## src/design/lrupr_pkg.sv

```systemverilog
package lrupr_pkg;

	localparam int PageW       = 16;
	localparam int FrameW      = 3;
	localparam int CountW      = 32;
	localparam int LimitW      = 4;
	localparam int DataW       = 32;
	localparam int PaddrW      = 3;

	localparam int FramesDefault   = 8;
	localparam int PageBitsDefault = 16;

	localparam logic [LimitW-1:0] FrameLimitReset = 4'd4;

	// register index, taken from paddr above the byte offset
	localparam logic [PaddrW-3:0] RegFrameLimit = 1'b0;

	typedef struct packed {
		logic              hit;
		logic [FrameW-1:0] frame;
		logic              evicted_valid;
		logic [PageW-1:0]  evicted_page;
		logic [CountW-1:0] hit_count;
		logic [CountW-1:0] miss_count;
	} rsp_word_t;

endpackage

```

## src/design/lrupr_if.sv

```systemverilog
interface lrupr_in_if;
	import lrupr_pkg::*;

	logic             valid;
	logic             ready;
	logic [PageW-1:0] page;
	logic             last_access;

	modport source (output valid, output page, output last_access, input ready);
	modport sink (input valid, input page, input last_access, output ready);
endinterface

interface lrupr_out_if;
	import lrupr_pkg::*;

	logic              valid;
	logic              ready;
	logic              hit;
	logic [FrameW-1:0] frame;
	logic              evicted_valid;
	logic [PageW-1:0]  evicted_page;
	logic [CountW-1:0] hit_count;
	logic [CountW-1:0] miss_count;

	modport source (output valid, output hit, output frame, output evicted_valid,
		output evicted_page, output hit_count, output miss_count, input ready);
	modport sink (input valid, input hit, input frame, input evicted_valid,
		input evicted_page, input hit_count, input miss_count, output ready);
endinterface

```

## src/design/lrupr_frames.sv

```systemverilog
module lrupr_frames #(
	parameter int FRAMES    = 8,
	parameter int PAGE_BITS = 16
) (
	input  logic                           clk,
	input  logic                           arst_n,
	input  logic                           fire,
	input  logic [PAGE_BITS-1:0]           tag,
	input  logic                           last,
	input  logic [lrupr_pkg::LimitW-1:0]   limit,
	output lrupr_pkg::rsp_word_t           result
);
	import lrupr_pkg::*;

	localparam int IdxW = (FRAMES > 1) ? $clog2(FRAMES) : 1;
	localparam int CntW = $clog2(FRAMES + 1);
	localparam int CmpW = (CntW > LimitW) ? CntW : LimitW;

	logic [PAGE_BITS-1:0] tag_q   [FRAMES];
	logic [IdxW-1:0]      rank_q  [FRAMES];
	logic [IdxW-1:0]      rank_nx [FRAMES];
	logic [FRAMES-1:0]    valid_q;
	logic [CntW-1:0]      occ_q;
	logic [CountW-1:0]    hits_q;
	logic [CountW-1:0]    misses_q;

	logic [FRAMES-1:0]    match;
	logic [FRAMES-1:0]    victim_oh;
	logic [FRAMES-1:0]    sel_oh;
	logic                 hit;
	logic                 fill;
	logic [IdxW-1:0]      hit_idx;
	logic [IdxW-1:0]      free_idx;
	logic [IdxW-1:0]      victim_idx;
	logic [IdxW-1:0]      sel_idx;
	logic [IdxW-1:0]      hit_rank;
	logic [PAGE_BITS-1:0] ev_tag;
	logic [CmpW-1:0]      lim_c;
	logic [CountW-1:0]    hits_nx;
	logic [CountW-1:0]    misses_nx;

	always_comb begin
		hit_idx    = '0;
		free_idx   = '0;
		victim_idx = '0;
		hit_rank   = '0;
		ev_tag     = '0;
		for (int i = FRAMES - 1; i >= 0; i--) begin
			match[i]     = valid_q[i] && (tag_q[i] == tag);
			victim_oh[i] = valid_q[i] && (CntW'(rank_q[i]) == occ_q - CntW'(1));
			if (match[i]) begin
				hit_idx = IdxW'(i);
			end
			if (!valid_q[i]) begin
				free_idx = IdxW'(i);
			end
			if (victim_oh[i]) begin
				victim_idx = IdxW'(i);
			end
		end
		for (int i = 0; i < FRAMES; i++) begin
			if (match[i]) begin
				hit_rank = hit_rank | rank_q[i];
			end
			if (victim_oh[i]) begin
				ev_tag = ev_tag | tag_q[i];
			end
		end
		hit = |match;

		// zero acts as one, anything above the built count as the built count
		lim_c = (limit == '0) ? CmpW'(1) : CmpW'(limit);
		fill  = (CmpW'(occ_q) < lim_c) && (occ_q < CntW'(FRAMES));

		if (hit) begin
			sel_idx = hit_idx;
		end else if (fill) begin
			sel_idx = free_idx;
		end else begin
			sel_idx = victim_idx;
		end

		// age younger frames on a hit, every other valid frame on a miss
		for (int i = 0; i < FRAMES; i++) begin
			sel_oh[i] = (IdxW'(i) == sel_idx);
			if (sel_oh[i]) begin
				rank_nx[i] = '0;
			end else if (valid_q[i] && (!hit || rank_q[i] < hit_rank)) begin
				rank_nx[i] = rank_q[i] + IdxW'(1);
			end else begin
				rank_nx[i] = rank_q[i];
			end
		end

		hits_nx   = hits_q;
		misses_nx = misses_q;
		if (hit && hits_q != '1) begin
			hits_nx = hits_q + CountW'(1);
		end
		if (!hit && misses_q != '1) begin
			misses_nx = misses_q + CountW'(1);
		end

		result.hit           = hit;
		result.frame         = FrameW'(sel_idx);
		result.evicted_valid = !hit && !fill;
		result.evicted_page  = (!hit && !fill) ? PageW'(ev_tag) : '0;
		result.hit_count     = hits_nx;
		result.miss_count    = misses_nx;
	end

	// tags and ranks are only looked at under their valid bit
	always_ff @(posedge clk) begin
		if (fire) begin
			for (int i = 0; i < FRAMES; i++) begin
				rank_q[i] <= rank_nx[i];
				if (sel_oh[i] && !hit) begin
					tag_q[i] <= tag;
				end
			end
		end
	end

	always_ff @(posedge clk or negedge arst_n) begin
		if (!arst_n) begin
			valid_q  <= '0;
			occ_q    <= '0;
			hits_q   <= '0;
			misses_q <= '0;
		end else if (fire) begin
			if (last) begin
				valid_q  <= '0;
				occ_q    <= '0;
				hits_q   <= '0;
				misses_q <= '0;
			end else begin
				valid_q  <= valid_q | sel_oh;
				hits_q   <= hits_nx;
				misses_q <= misses_nx;
				if (!hit && fill) begin
					occ_q <= occ_q + CntW'(1);
				end
			end
		end
	end

endmodule

```

## src/design/lru_page_replacement.sv

```systemverilog
// LRU page replacement unit. Each word on req carries one page reference;
// the unit looks it up in a fully associative set of FRAMES frames and
// answers with one word on rsp: hit or miss, the frame that holds the page
// afterwards, the page evicted (if any) and saturating hit and miss totals
// that include this reference. Misses fill the lowest free frame until
// frame_limit frames are occupied (0 acts as 1, values above FRAMES as
// FRAMES), then replace the least recently used frame. A reference with
// last_access set clears the frames and totals after its answer. The unit
// takes one word per cycle while rsp.ready is high; an input register feeds a
// single pass of parallel tag compare and rank update over all frames, and a
// result register holds the answer. frame_limit sits at byte address 0 of the
// APB port; the user must write it only while idle, unenforced by the unit.
module lru_page_replacement #(
	parameter int FRAMES    = lrupr_pkg::FramesDefault,
	parameter int PAGE_BITS = lrupr_pkg::PageBitsDefault
) (
	input  logic                          clk,
	input  logic                          arst_n,
	lrupr_in_if.sink                      req,
	lrupr_out_if.source                   rsp,
	input  logic                          psel,
	input  logic                          penable,
	input  logic                          pwrite,
	input  logic [lrupr_pkg::PaddrW-1:0]  paddr,
	input  logic [lrupr_pkg::DataW-1:0]   pwdata,
	output logic [lrupr_pkg::DataW-1:0]   prdata,
	output logic                          pready
);
	import lrupr_pkg::*;

	// bits of the page that are kept as the tag
	localparam int KeepW = (PAGE_BITS < PageW) ? PAGE_BITS : PageW;

	logic                 valid_s1;
	logic [PAGE_BITS-1:0] tag_s1;
	logic                 last_s1;
	logic                 valid_s2;
	rsp_word_t            word_s2;
	rsp_word_t            result;
	logic                 advance;
	logic [LimitW-1:0]    limit_q;
	logic                 reg_hit;

	// Move the stage-1 word into the result register whenever the result
	// register is empty or being drained this cycle.
	assign advance   = valid_s1 && (!valid_s2 || rsp.ready);
	assign req.ready = !valid_s1 || advance;

	always_ff @(posedge clk or negedge arst_n) begin
		if (!arst_n) begin
			valid_s1 <= 1'b0;
		end else if (req.ready) begin
			valid_s1 <= req.valid;
		end
	end

	// hold the payload while stage 1 is stalled
	always_ff @(posedge clk) begin
		if (req.valid && req.ready) begin
			tag_s1  <= PAGE_BITS'(req.page[KeepW-1:0]);
			last_s1 <= req.last_access;
		end
	end

	lrupr_frames #(
		.FRAMES    (FRAMES),
		.PAGE_BITS (PAGE_BITS)
	) u_frames (
		.clk    (clk),
		.arst_n (arst_n),
		.fire   (advance),
		.tag    (tag_s1),
		.last   (last_s1),
		.limit  (limit_q),
		.result (result)
	);

	always_ff @(posedge clk or negedge arst_n) begin
		if (!arst_n) begin
			valid_s2 <= 1'b0;
		end else if (!valid_s2 || rsp.ready) begin
			valid_s2 <= valid_s1;
		end
	end

	always_ff @(posedge clk) begin
		if (advance) begin
			word_s2 <= result;
		end
	end

	assign rsp.valid         = valid_s2;
	assign rsp.hit           = word_s2.hit;
	assign rsp.frame         = word_s2.frame;
	assign rsp.evicted_valid = word_s2.evicted_valid;
	assign rsp.evicted_page  = word_s2.evicted_page;
	assign rsp.hit_count     = word_s2.hit_count;
	assign rsp.miss_count    = word_s2.miss_count;

	// APB register file: only frame_limit, writes land on the access phase
	assign pready  = 1'b1;
	assign reg_hit = (paddr[PaddrW-1:2] == RegFrameLimit);
	assign prdata  = reg_hit ? DataW'(limit_q) : '0;

	always_ff @(posedge clk or negedge arst_n) begin
		if (!arst_n) begin
			limit_q <= FrameLimitReset;
		end else if (psel && penable && pwrite && pready && reg_hit) begin
			limit_q <= pwdata[LimitW-1:0];
		end
	end

endmodule

```

## src/flat_wrapper.sv

```systemverilog
// flat-port wrapper written by rule: the top's interface ports become plain ports
module lru_page_replacement_flat import lrupr_pkg::*;
#(
	parameter int FRAMES    = lrupr_pkg::FramesDefault,
	parameter int PAGE_BITS = lrupr_pkg::PageBitsDefault
)
  (clk, arst_n, psel, penable, pwrite, paddr, pwdata, prdata, pready, req_valid, req_page, req_last_access, req_ready, rsp_valid, rsp_hit, rsp_frame, rsp_evicted_valid, rsp_evicted_page, rsp_hit_count, rsp_miss_count, rsp_ready);
  lrupr_in_if req_i ();
  lrupr_out_if rsp_i ();
  input  logic clk;
  input  logic arst_n;
  input  logic psel;
  input  logic penable;
  input  logic pwrite;
  input  logic [lrupr_pkg::PaddrW-1:0] paddr;
  input  logic [lrupr_pkg::DataW-1:0] pwdata;
  output logic [lrupr_pkg::DataW-1:0] prdata;
  output logic pready;
  input wire logic [$bits(req_i.valid)-1:0] req_valid;
  input wire logic [$bits(req_i.page)-1:0] req_page;
  input wire logic [$bits(req_i.last_access)-1:0] req_last_access;
  output wire logic [$bits(req_i.ready)-1:0] req_ready;
  output wire logic [$bits(rsp_i.valid)-1:0] rsp_valid;
  output wire logic [$bits(rsp_i.hit)-1:0] rsp_hit;
  output wire logic [$bits(rsp_i.frame)-1:0] rsp_frame;
  output wire logic [$bits(rsp_i.evicted_valid)-1:0] rsp_evicted_valid;
  output wire logic [$bits(rsp_i.evicted_page)-1:0] rsp_evicted_page;
  output wire logic [$bits(rsp_i.hit_count)-1:0] rsp_hit_count;
  output wire logic [$bits(rsp_i.miss_count)-1:0] rsp_miss_count;
  input wire logic [$bits(rsp_i.ready)-1:0] rsp_ready;
  assign req_i.valid = req_valid;
  assign req_i.page = req_page;
  assign req_i.last_access = req_last_access;
  assign req_ready = req_i.ready;
  assign rsp_valid = rsp_i.valid;
  assign rsp_hit = rsp_i.hit;
  assign rsp_frame = rsp_i.frame;
  assign rsp_evicted_valid = rsp_i.evicted_valid;
  assign rsp_evicted_page = rsp_i.evicted_page;
  assign rsp_hit_count = rsp_i.hit_count;
  assign rsp_miss_count = rsp_i.miss_count;
  assign rsp_i.ready = rsp_ready;
  lru_page_replacement #(.FRAMES(FRAMES), .PAGE_BITS(PAGE_BITS)) u_core (.clk(clk), .arst_n(arst_n), .req(req_i), .rsp(rsp_i), .psel(psel), .penable(penable), .pwrite(pwrite), .paddr(paddr), .pwdata(pwdata), .prdata(prdata), .pready(pready));
endmodule
```

## config.mk

```make
export PLATFORM = sky130hd
export DESIGN_NAME = lru_page_replacement_flat
export DESIGN_NICKNAME = d
export VERILOG_FILES = /design/src/design/lrupr_pkg.sv /design/src/design/lrupr_if.sv /design/src/design/lrupr_frames.sv /design/src/design/lru_page_replacement.sv /design/src/flat_wrapper.sv
export SDC_FILE = /design/constraint.sdc
export NUM_CORES = 1
export LEC_CHECK = 0
export BUFFER_PORTS_ARGS = -buffer_cell sky130_fd_sc_hd__buf_2
export CAP_MARGIN = 5
export CORE_AREA = 2 2 184 186
export CTS_CLUSTER_DIAMETER = 150
export DETAILED_ROUTE_END_ITERATION = 8
export DIE_AREA = 0 0 186 188
export PLACE_DENSITY_LB_ADDON = 0.08
export SKIP_CTS_REPAIR_TIMING = 1
export SYNTH_ARGS = -nofsm -noshare
export SYNTH_HDL_FRONTEND = slang
export SYNTH_SLANG_ARGS = --single-unit
```

## constraint.sdc

```tcl
create_clock -name clk -period 4.8 [get_ports clk]
set_input_delay 0.48 -clock clk [delete_from_list [all_inputs] [get_ports clk]]
set_output_delay 0.48 -clock clk [all_outputs]
set_load 0.005 [all_outputs]
```

=== Word-level counts from Yosys, hierarchy flattened ===
Memories as Yosys holds them, arrays and structs flattened.
Cells that the tools add are included.

* Add/sub/neg operators: 12
* Magnitude comparators: 10
* Equal/unequal tests: 25
* Mux-type cells: 114
* Bitwise logic cells: 16
* Reduce and logical (&&, ||, !) cells: 68

{| class="wikitable"
|+ Operator list
! operator !! count
|-
| 16-bit 2-to-1 mux || 15
|-
| 3-bit 2-to-1 mux || 57
|-
| 16-bit equality test || 8
|-
| 32-bit 2-to-1 mux || 4
|-
| 16-bit bitwise OR || 7
|-
| 16-bit OR reduction || 7
|-
| 32-bit by 1-bit adder with 32-bit output, second input constant || 2
|-
| 32-bit != test, second input constant || 2
|-
| 1-bit logical AND || 42
|-
| 1-bit 2-to-1 mux || 33
|-
| 3-bit by 4-bit equality test with 1-bit output || 8
|-
| 3-bit by 1-bit adder with 3-bit output, second input constant || 8
|-
| 3-bit less-than comparator || 8
|-
| 3-bit bitwise OR || 7
|-
| 4-bit 2-to-1 mux || 4
|-
| 3-bit equality test, first input constant || 4
|-
| 1-bit logical OR || 10
|-
| 8-bit 2-to-1 mux || 1
|-
| 8-bit bitwise OR || 1
|-
| 8-bit OR reduction || 1
|-
| 2-bit by 3-bit equality test with 1-bit output, first input constant || 2
|-
| 4-bit by 1-bit adder with 4-bit output, second input constant || 1
|-
| 1-bit logical NOT || 4
|-
| 4-bit logical NOT || 1
|-
| other kinds (8) || 8
|}

* Register bits: 184
* RAM bits: 152
* Output and inout port bits: 120
* Logic and storage cells: 262
* Memories: 2

{| class="wikitable"
|+ Memory list
! memory !! depth !! bits a word !! rd ports !! clocked after memory_dff !! wr ports !! line !! RTL
|-
| u_core.u_frames.tag_q || 8 || 16 || 8 || 0 || 1 || lrupr_frames.sv:19 || <nowiki>logic [PAGE_BITS-1:0] tag_q [FRAMES];</nowiki>
|-
| u_core.u_frames.rank_q || 8 || 3 || 8 || 0 || 8 || lrupr_frames.sv:20 || <nowiki>logic [IdxW-1:0] rank_q [FRAMES];</nowiki>
|}

=== Depth between registers and ports, before layout ===
Gate-level depths: netlist of the first run.

* Word-level depth: 26
* Gate-level depth with buffers: 16
* Depth with buffers taken out: 12

=== Hierarchy ===
A second synthesis of the first run with hierarchy kept.

* Cells, all modules: 1525
* Area total of the unflattened synthesis: 18028.5 um^2

{| class="wikitable"
|+ Modules (own cells, without submodules)
! module !! instances !! cells an instance !! area each (um^2) !! sequential area each (um^2)
|-
| lrupr_frames || 1 || 1371 || 14446.4 || 6466.2
|-
| lru_page_replacement || 1 || 154 || 3582.2 || 3214.3
|}

=== Worst setup path after synthesis of the first run ===
Ideal clock, no wire load.

* Kind: register to register
* Start point: register u_core.u_frames.occ_q[0]
* End point: memory u_core.u_frames.tag_q[4][0], in the netlist u_core.u_frames.tag_q[1][0], enable pin
* Arrival time: 4293 ps
* Required time: 4370 ps
* Path slack: 77 ps
* Cell stages (with the launch flop): 13
* Cells stage by stage: dfrtp_1 -> clkbuf_1 -> buf_2 -> inv_1 -> ha_1 -> buf_2 -> xor3_1 -> nor4_1 -> nand2b_1 -> o21ai_0 -> or4_1 -> a21o_1 -> nor4_1

* Word-level cells in the longest chain between the ends: 26

{| class="wikitable"
|+ RTL lines
! element !! line !! RTL
|-
| from (decl) || lrupr_frames.sv:23 || <nowiki>logic [CntW-1:0] occ_q;</nowiki>
|-
| from (signal assigned) || lrupr_frames.sv:141 || <nowiki>occ_q <= occ_q + CntW'(1);</nowiki>
|-
| 4-bit by 1-bit subtractor with 4-bit output || lrupr_frames.sv:50 || <nowiki>victim_oh[i] = valid_q[i] && (CntW'(rank_q[i]) == occ_q - CntW'(1));</nowiki>
|-
| 3-bit by 4-bit equality test with 1-bit output || lrupr_frames.sv:50 ||
|-
| 1-bit logical AND || lrupr_frames.sv:50 ||
|-
| 3-bit 2-to-1 mux (8 in series) || lrupr_frames.sv:57 || <nowiki>if (victim_oh[i]) begin</nowiki>
|-
| 3-bit 2-to-1 mux (*) || lrupr_frames.sv:77 || <nowiki>end else if (fill) begin</nowiki>
|-
| 3-bit 2-to-1 mux (*) || lrupr_frames.sv:75 || <nowiki>if (hit) begin</nowiki>
|-
| 1-bit by 3-bit equality test with 1-bit output || lrupr_frames.sv:85 || <nowiki>sel_oh[i] = (IdxW'(i) == sel_idx);</nowiki>
|-
| 1-bit logical AND || lrupr_frames.sv:117 || <nowiki>if (sel_oh[i] && !hit) begin</nowiki>
|-
| 1-bit 2-to-1 mux || lrupr_frames.sv:117 ||
|-
| 1-bit 2-to-1 mux || lrupr_frames.sv:114 || <nowiki>if (fire) begin</nowiki>
|-
| 1-bit 2-to-1 mux (implied by the code) || lrupr_frames.sv:118 || <nowiki>tag_q[i] <= tag;</nowiki>
|-
| 16-bit OR reduction (no line) || n/a ||
|-
| 3-bit 2-to-1 mux (no line) or 1-bit 2-to-1 mux (tied branches) (7 in series) || n/a ||
|-
| to (decl) || lrupr_frames.sv:19 ||
|}

Mark *: on every way between the ends. The rest lies on a longest branch, timed or not.

==> impl_metrics.yaml, run 1 <==
floorplan:
  dieWidth_um: 186
  start_util: 0.5330
  dieArea_um2: 34970
  fp.dieH_um: 188
  row_count: 67
  coreArea_um2: 33110
  ios: 179
clock_network:
  cts_buffers: 38
  clk_latency_ps: 540
  cts_buffer_depth: 3
  cts.root.buffer_cell: "clkbuf_16"
  cts_sinks: 336
  tritoncts: "built"
  clkTransAtPathRegs_ps: 60
  cts_htree_levels: 2
setup_path:
  slowest_delay_ps: 680
  critPathLaunchType: "flip-flop"
  worstPathMaxFanout: 16
  crit_path_cell_trace: "xnor2_1 -> nand4_1 -> nor4_1 -> and2_1 -> a221oi_1 -> and3_1 -> ha_1 -> or4_1 -> a31oi_1 -> o21a_1"
  crit_family: "simple AND/OR/NAND/NOR gates"
  end_kind: "flip-flop"
  critPathArrivalTime_ps: 4550
  r2r_start: "u_core.tag_s1[8]$_DFFE_PP_"
  path_class: "flip-flop to flip-flop"
  critPathLaunch: "u_core.tag_s1[8]$_DFFE_PP_"
  critPathBufInv: 0
  cp_slowest_cell: "edfxtp_1"
  r2r_slack_ps: 490
  cp.required_ps: 5040
timing:
  skew_ps: 13.40
  hold_violations: 3
  holdWs_ps: -7.505
  setup_viol_count_final: 0
  tns_ps: 0
  rsz0062_at_grt: "no"
  max_freq_ghz: 0.2319
  fin_crit_ps: 4312
  period_share: 0.8983
  drv_slew: 0
  worst_pin_slew_ps: 1215
  relSlewSlack: 0.1894
drt:
  drt_pass1_iterations: 5
  drc: 0
  wl_per_cell_um: 24.00
  vias: 13050
  drt_iter0_drc: 1140
  viasPerCell: 6.174
  routed_wirelength_um: 50730
  detail-route-antenna-nets: 0
synth:
  syn_inst: 1521
  async_flop_share: 0.2440
  synth_largest_area_cell: "edfxtp_1"
  ys_warn_count: 0
  syn-cell-area_um2: 17650
  synth.top_cell.area_share: 0.4322
  synthTopCellsByArea: "edfxtp_1 43%, dfrtp_1 11%, xnor2_1 8.6%"
  synth_cell_types: 72
  ys_seq_area_frac: 0.5485
  synth-seq-cells: 336
  synth.avg_cell_area_um2: 11.60
  synth_flop_cell: "edfxtp_1"
  synth-edff-count: 254
grt:
  grt_max_degree: 85
  grt_pass1_wl_um: 76250
  antenna_found_initial: 0
  grtUsageTotal: 0.2920
  grt_pass1_vias: 12250
  grt_overflow: 0
run:
  drv_cap: 0
power_and_ir_drop:
  p_sw_uw: 2649
  p_int_uw: 5950
  p_per_area_nw_per_um2: 432.1
  p_clk_frac: 0.339
  power_frac_seq: 0.447
  vdd_drop_max_v: 0.0003621
  power_uw: 8599
  combinationalPowerShare: 0.214
  p_leak_uw: 0.007366
  p_sw_frac: 0.3080
placed_design:
  io_buffer_count: 119
  place_hpwl_um: 35830
  gp_congestion: 1.005
cells_and_area:
  drive_gt1_frac: 0.1507
  syn_to_final_growth_pct: 12.77
  post-route-util: 0.6010
  n_antenna_cell: 0
  nets: 1728
hold_path:
  min_path_type: "input port to asynchronous set/reset pin"
outcome:
  status: "finished with violations"
  failed_checks: "negative hold slack"
## cell usage after synthesis (6+ instances only)
library cell / number
nor3_2: 6
clkbuf_1: 52
a21oi_1: 32
a221oi_1: 25
or3_1: 13
o21ai_0: 64
nand3_1: 60
xor2_1: 44
and3_1: 40
a22oi_1: 23
and2_1: 16
nand4_1: 53
o22ai_1: 6
nor3_1: 22
nor4b_1: 6
a31oi_1: 42
xnor2_1: 174
nand2_1: 96
edfxtp_1: 254
nor2b_1: 7
nor4_1: 25
inv_1: 18
a22o_1: 31
nand3b_1: 7
o31ai_1: 42
nor2_1: 81
nand2b_1: 8
dfrtp_1: 81
buf_4: 43
buf_2: 13
and4_1: 8
a32oi_1: 9
a21o_1: 6
xnor3_1: 6
ha_1: 31
## layout make-up
type	count	area, um^2
clock buffer	43	979.7
clock inverter	25	265.3
fill	2706	13210
inverter	19	73.82
multi-input combinational	1077	7391
sequential	336	9681
tap	448	560.5
timing repair buffer	166	950.9
## cell usage in the layout, fill, tap and decap left out, drive strengths merged, types with 7 or more instances in the layout
| cell type | count |
|---|---|
| a21oi | 32 |
| a221oi | 25 |
| a22o | 31 |
| a22oi | 23 |
| a31oi | 42 |
| a32oi | 9 |
| and2 | 17 |
| and3 | 41 |
| and4 | 9 |
| buf | 166 |
| clkbuf | 43 |
| clkinv | 15 |
| conb | 29 |
| dfrtp | 81 |
| edfxtp | 254 |
| ha | 31 |
| inv | 22 |
| nand2 | 96 |
| nand2b | 8 |
| nand3 | 60 |
| nand3b | 7 |
| nand4 | 53 |
| nor2 | 83 |
| nor2b | 7 |
| nor3 | 28 |
| nor4 | 25 |
| nor4b | 7 |
| o21ai | 66 |
| o31ai | 42 |
| or3 | 13 |
| xnor2 | 174 |
| xor2 | 44 |
## power groups by stage
| stage | clock, uW | sequential (uW) | combinational, uW |
|---|---|---|---|
| floorplan | 0 | 3740 | 1250 |
| global placement | 0 | 3870 | 1800 |
| detailed placement | 0 | 3890 | 1820 |
| CTS | 2960 | 3830 | 1830 |
| global route | 3070 | 3880 | 2000 |
| finish | 2910 | 3840 | 1840 |
## state kept, by name, indices dropped and copies added (netlist names)
| name | count |
|---|---|
| u_core.tag_s1 | 16 |
| u_core.u_frames.tag_q | 128 |
| u_core.rsp.frame | 3 |
| u_core.u_frames.hits_q | 32 |
| u_core.u_frames.misses_q | 32 |
| u_core.last_s1 | 1 |
| u_core.limit_q | 4 |
| u_core.rsp.evicted_page | 16 |
| u_core.rsp.hit | 1 |
| u_core.u_frames.rank_q | 24 |
| u_core.valid_s1 | 1 |
| u_core.rsp.valid | 1 |
| u_core.rsp.hit_count | 32 |
| u_core.rsp.evicted_valid | 1 |
| u_core.u_frames.valid_q | 8 |
| u_core.u_frames.occ_q | 4 |
| u_core.rsp.miss_count | 32 |
## path summary, 6_finish.rpt
kind | endpoint | cells past startpoint
max in group asynchronous | u_core.limit_q[2]$_DFFE_PN1P_ | 2
hold / removal | u_core.u_frames.hits_q[20]$_DFFE_PN0P_ | 1
hold reg to reg | u_core.u_frames.hits_q[26]$_DFFE_PN0P_ | 1
setup reg to reg | u_core.u_frames.rank_q[1][11]$_SDFFCE_PN0P_ | 10
min in group clk | u_core.tag_s1[6]$_DFFE_PP_ | 1
setup / recovery | u_core.u_frames.rank_q[1][11]$_SDFFCE_PN0P_ | 10
## per-stage QoR
| step | instance area [um^2] | hold WS, ps | setup slack [ps] | cells |
|---|---|---|---|---|
| detailed placement | 18660 | 514.0 | 599.5 | 2046 |
| global placement | 18660 | 499.0 | 632.7 | 2046 |
| finish | 19900 | -7.505 | 488.4 | 2114 |
| global route | 19900 | 37.40 | 257.7 | 2114 |
| CTS | 19900 | 16.22 | 589.2 | 2114 |
| floorplan | 17750 | 184.4 | 76.67 | 1548 |
## worst register-to-register path, cell delays in order (launching register included)
cell      delay (ps)
edfxtp_1         680
xnor2_1          630
nand4_1          220
nor4_1           580
and2_1           290
a221oi_1         100
and3_1           340
ha_1             270
or4_1            500
a31oi_1          200
o21a_1           200
## layer usage
metal | track usage | vias up | wire length, um
met5 | 0 | - | 0
met4 | 0.08904 | 0 | 1425
met3 | 0.04622 | 93 | 3668
met2 | 0.4698 | 529 | 24160
met1 | 0.4079 | 6476 | 21480
li1 | - | 5954 | -
## kinds of logic after synthesis
| family | Yosys count | synth area share |
|---|---|---|
| multiplexers | 5 | 0.003190 |
| AND/OR/NAND/NOR | 467 | 0.1417 |
| other | 2 | 0.0004255 |
| adder cells (fa/ha/maj) | 31 | 0.02198 |
| XOR/XNOR | 225 | 0.1172 |
| flip-flops | 336 | 0.5485 |
| AO/OA/AOI/OAI | 320 | 0.1264 |
| buffers and inverters | 135 | 0.04055 |
No activity file was read; power rests on OpenSTA's default activity.
==> inputs of run 2 (changes only) <==
CORE_AREA = 2 2 181 183   (was 2 2 184 186)
CTS_BUF_LIST = sky130_fd_sc_hd__clkbuf_4   (was default)
DIE_AREA = 0 0 183 185   (was 0 0 186 188)
==> impl_metrics.yaml, run 2 (same netlist as run 1, synthesis figures left out) <==
timing:
  max_freq_ghz: 0.2357
  skew_ps: 66.42
  relSlewSlack: 0.2518
  drv_slew: 0
  tns_ps: 0
  rsz0062_at_grt: "no"
  period_share: 0.8841
  setup_viol_count_final: 0
  worst_pin_slew_ps: 1094
  hold_violations: 0
  fin_crit_ps: 4244
floorplan:
  start_util: 0.5508
  dieArea_um2: 33860
  dieWidth_um: 183
  ios: 179
  coreArea_um2: 32040
  fp.dieH_um: 185
  row_count: 66
clock_network:
  cts_sinks: 336
  tritoncts: "built"
  clk_latency_ps: 800
  cts_buffer_depth: 3
  clkTransAtPathRegs_ps: 60
  cts_buffers: 89
  cts_htree_levels: 3
  cts.root.buffer_cell: "clkbuf_4"
cells_and_area:
  final_cell_mix: "254 x edfxtp_1, 174 x xnor2_1, 136 x clkbuf_4"
  drive_gt1_frac: 0.1922
  nets: 1804
  final_common_cell: "edfxtp_1"
  fillers: 2636
  regMostFlops: "u_core.u_frames.tag_q"
  largest_register_ffs: 128
  syn_to_final_growth_pct: 13.75
grt:
  met3_usage: 0.07688
  grt_pass1_wl_um: 75390
  grtUsageTotal: 0.3029
  grt_max_degree: 67
  grt_pass1_vias: 12560
  antenna_found_initial: 2
  grt_use_met2: 0.4859
  grt-busiest-layer: "met2"
  grt_overflow: 0
  grtUsageMet1: 0.3950
setup_path:
  r2r_slack_ps: 560
  path_class: "flip-flop to flip-flop"
  cp_slowest_cell: "edfxtp_1"
  crit_path_cell_trace: "xnor2_1 -> nand4b_1 -> nor4_1 -> and3_1 -> a22oi_1 -> and3_1 -> ha_1 -> or4_1 -> a31oi_1 -> o21a_1"
  r2r_start: "u_core.tag_s1[6]$_DFFE_PP_"
  end_kind: "flip-flop"
  critPathBufInv: 0
  r2r-end: "u_core.u_frames.rank_q[1][10]$_SDFFCE_PN0P_"
  slowest_delay_ps: 660
  worstPathMaxFanout: 16
  path_common_cell: "and3_1"
  critPathArrivalTime_ps: 4720
  critPathLaunchType: "flip-flop"
  r2r_cells: 10
  cp.required_ps: 5270
  crit_family: "simple AND/OR/NAND/NOR gates"
drt:
  drt_pass1_iterations: 5
  routed_wirelength_um: 51430
  drt_iter0_drc: 1231
  viasPerCell: 6.155
  vias: 13510
  drc: 0
  detail-route-antenna-nets: 0
  wl_per_cell_um: 23.44
placed_design:
  place_hpwl_um: 35540
  io_buffer_count: 119
  gp_congestion: 1.025
power_and_ir_drop:
  p_per_area_nw_per_um2: 414.6
  p_leak_uw: 0.007584
  power_uw: 8322
  vdd_drop_max_v: 0.0002781
hold_path:
  holdPathStages: 3
  hold-path-endpoint: "u_core.rsp.valid$_DFFE_PN0P_"
  min_from: "rsp_ready"
  min_path_type: "input port to flip-flop"
outcome:
  status: "completed"
run:
  drv_cap: 0
==> run 2: final cells by class <==
| cell class | count | area (um^2) | area share |
|---|---|---|---|
| diodes | 1 | 2.502 | 0.0001247 |
| flip-flops and latches | 336 | 9681 | 0.4822 |
| well taps | 408 | 510.5 | 0.02543 |
| inverters | 19 | 73.82 | 0.003677 |
| clock inverters | 26 | 165.2 | 0.008227 |
| repair buffers | 191 | 1224 | 0.06096 |
| clock buffers | 136 | 1021 | 0.05086 |
| multi-input cells | 1077 | 7397 | 0.3685 |
==> run 2: report_power, final <==
part / switching, uW / leakage, uW / internal, uW
sequential: 318 / 0.00351 / 3510
combinational: 1180 / 0.00337 / 727
clock: 1190 / 0.000706 / 1400
==> run 2: how the worst max path moves through the flow <==
stage / from / endpoint / slack [ps] / cells after the start
floorplan: u_core.u_frames.occ_q[0]$_DFFE_PN0P_ / u_core.u_frames.tag_q[1][0]$_DFFE_PP_ / 80 / 12
global placement: u_core.tag_s1[5]$_DFFE_PP_ / u_core.u_frames.rank_q[1][10]$_SDFFCE_PN0P_ / 670 / 10
detailed placement: u_core.tag_s1[12]$_DFFE_PP_ / u_core.u_frames.rank_q[1][10]$_SDFFCE_PN0P_ / 660 / 11
CTS: u_core.tag_s1[12]$_DFFE_PP_ / u_core.u_frames.rank_q[1][10]$_SDFFCE_PN0P_ / 620 / 11
global route: u_core.tag_s1[12]$_DFFE_PP_ / u_core.u_frames.rank_q[0][9]$_SDFFCE_PN0P_ / 400 / 11
finish: u_core.tag_s1[6]$_DFFE_PP_ / u_core.u_frames.rank_q[1][10]$_SDFFCE_PN0P_ / 560 / 10
==> run 2: through the flow <==
step	util	cells	hold WS, ps	setup WS, ps	area (um^2)
6_report	0.6265	2194	63.26	556.4	20070
5_1_grt	0.6265	2194	51.49	397.6	20070
4_1_cts	0.6189	2169	-276.1	620.9	19830
3_5_place_dp	0.5819	2007	512.3	659.9	18650
3_3_place_gp	0.5819	2007	501.4	667.5	18650
2_1_floorplan	-	1548	184.4	76.67	17750
==> run 2: layer usage <==
layer,vias to the layer above,wire length [um]
met2,589,24270
met4,2,1701
met3,118,4001
met5,-,16
li1,6186,-
met1,6610,21440
==> run 2: tightest hold or removal path: stages <==
cell and delay, ps:
buf_2 90, nand2b_1 160, nand2b_1 70
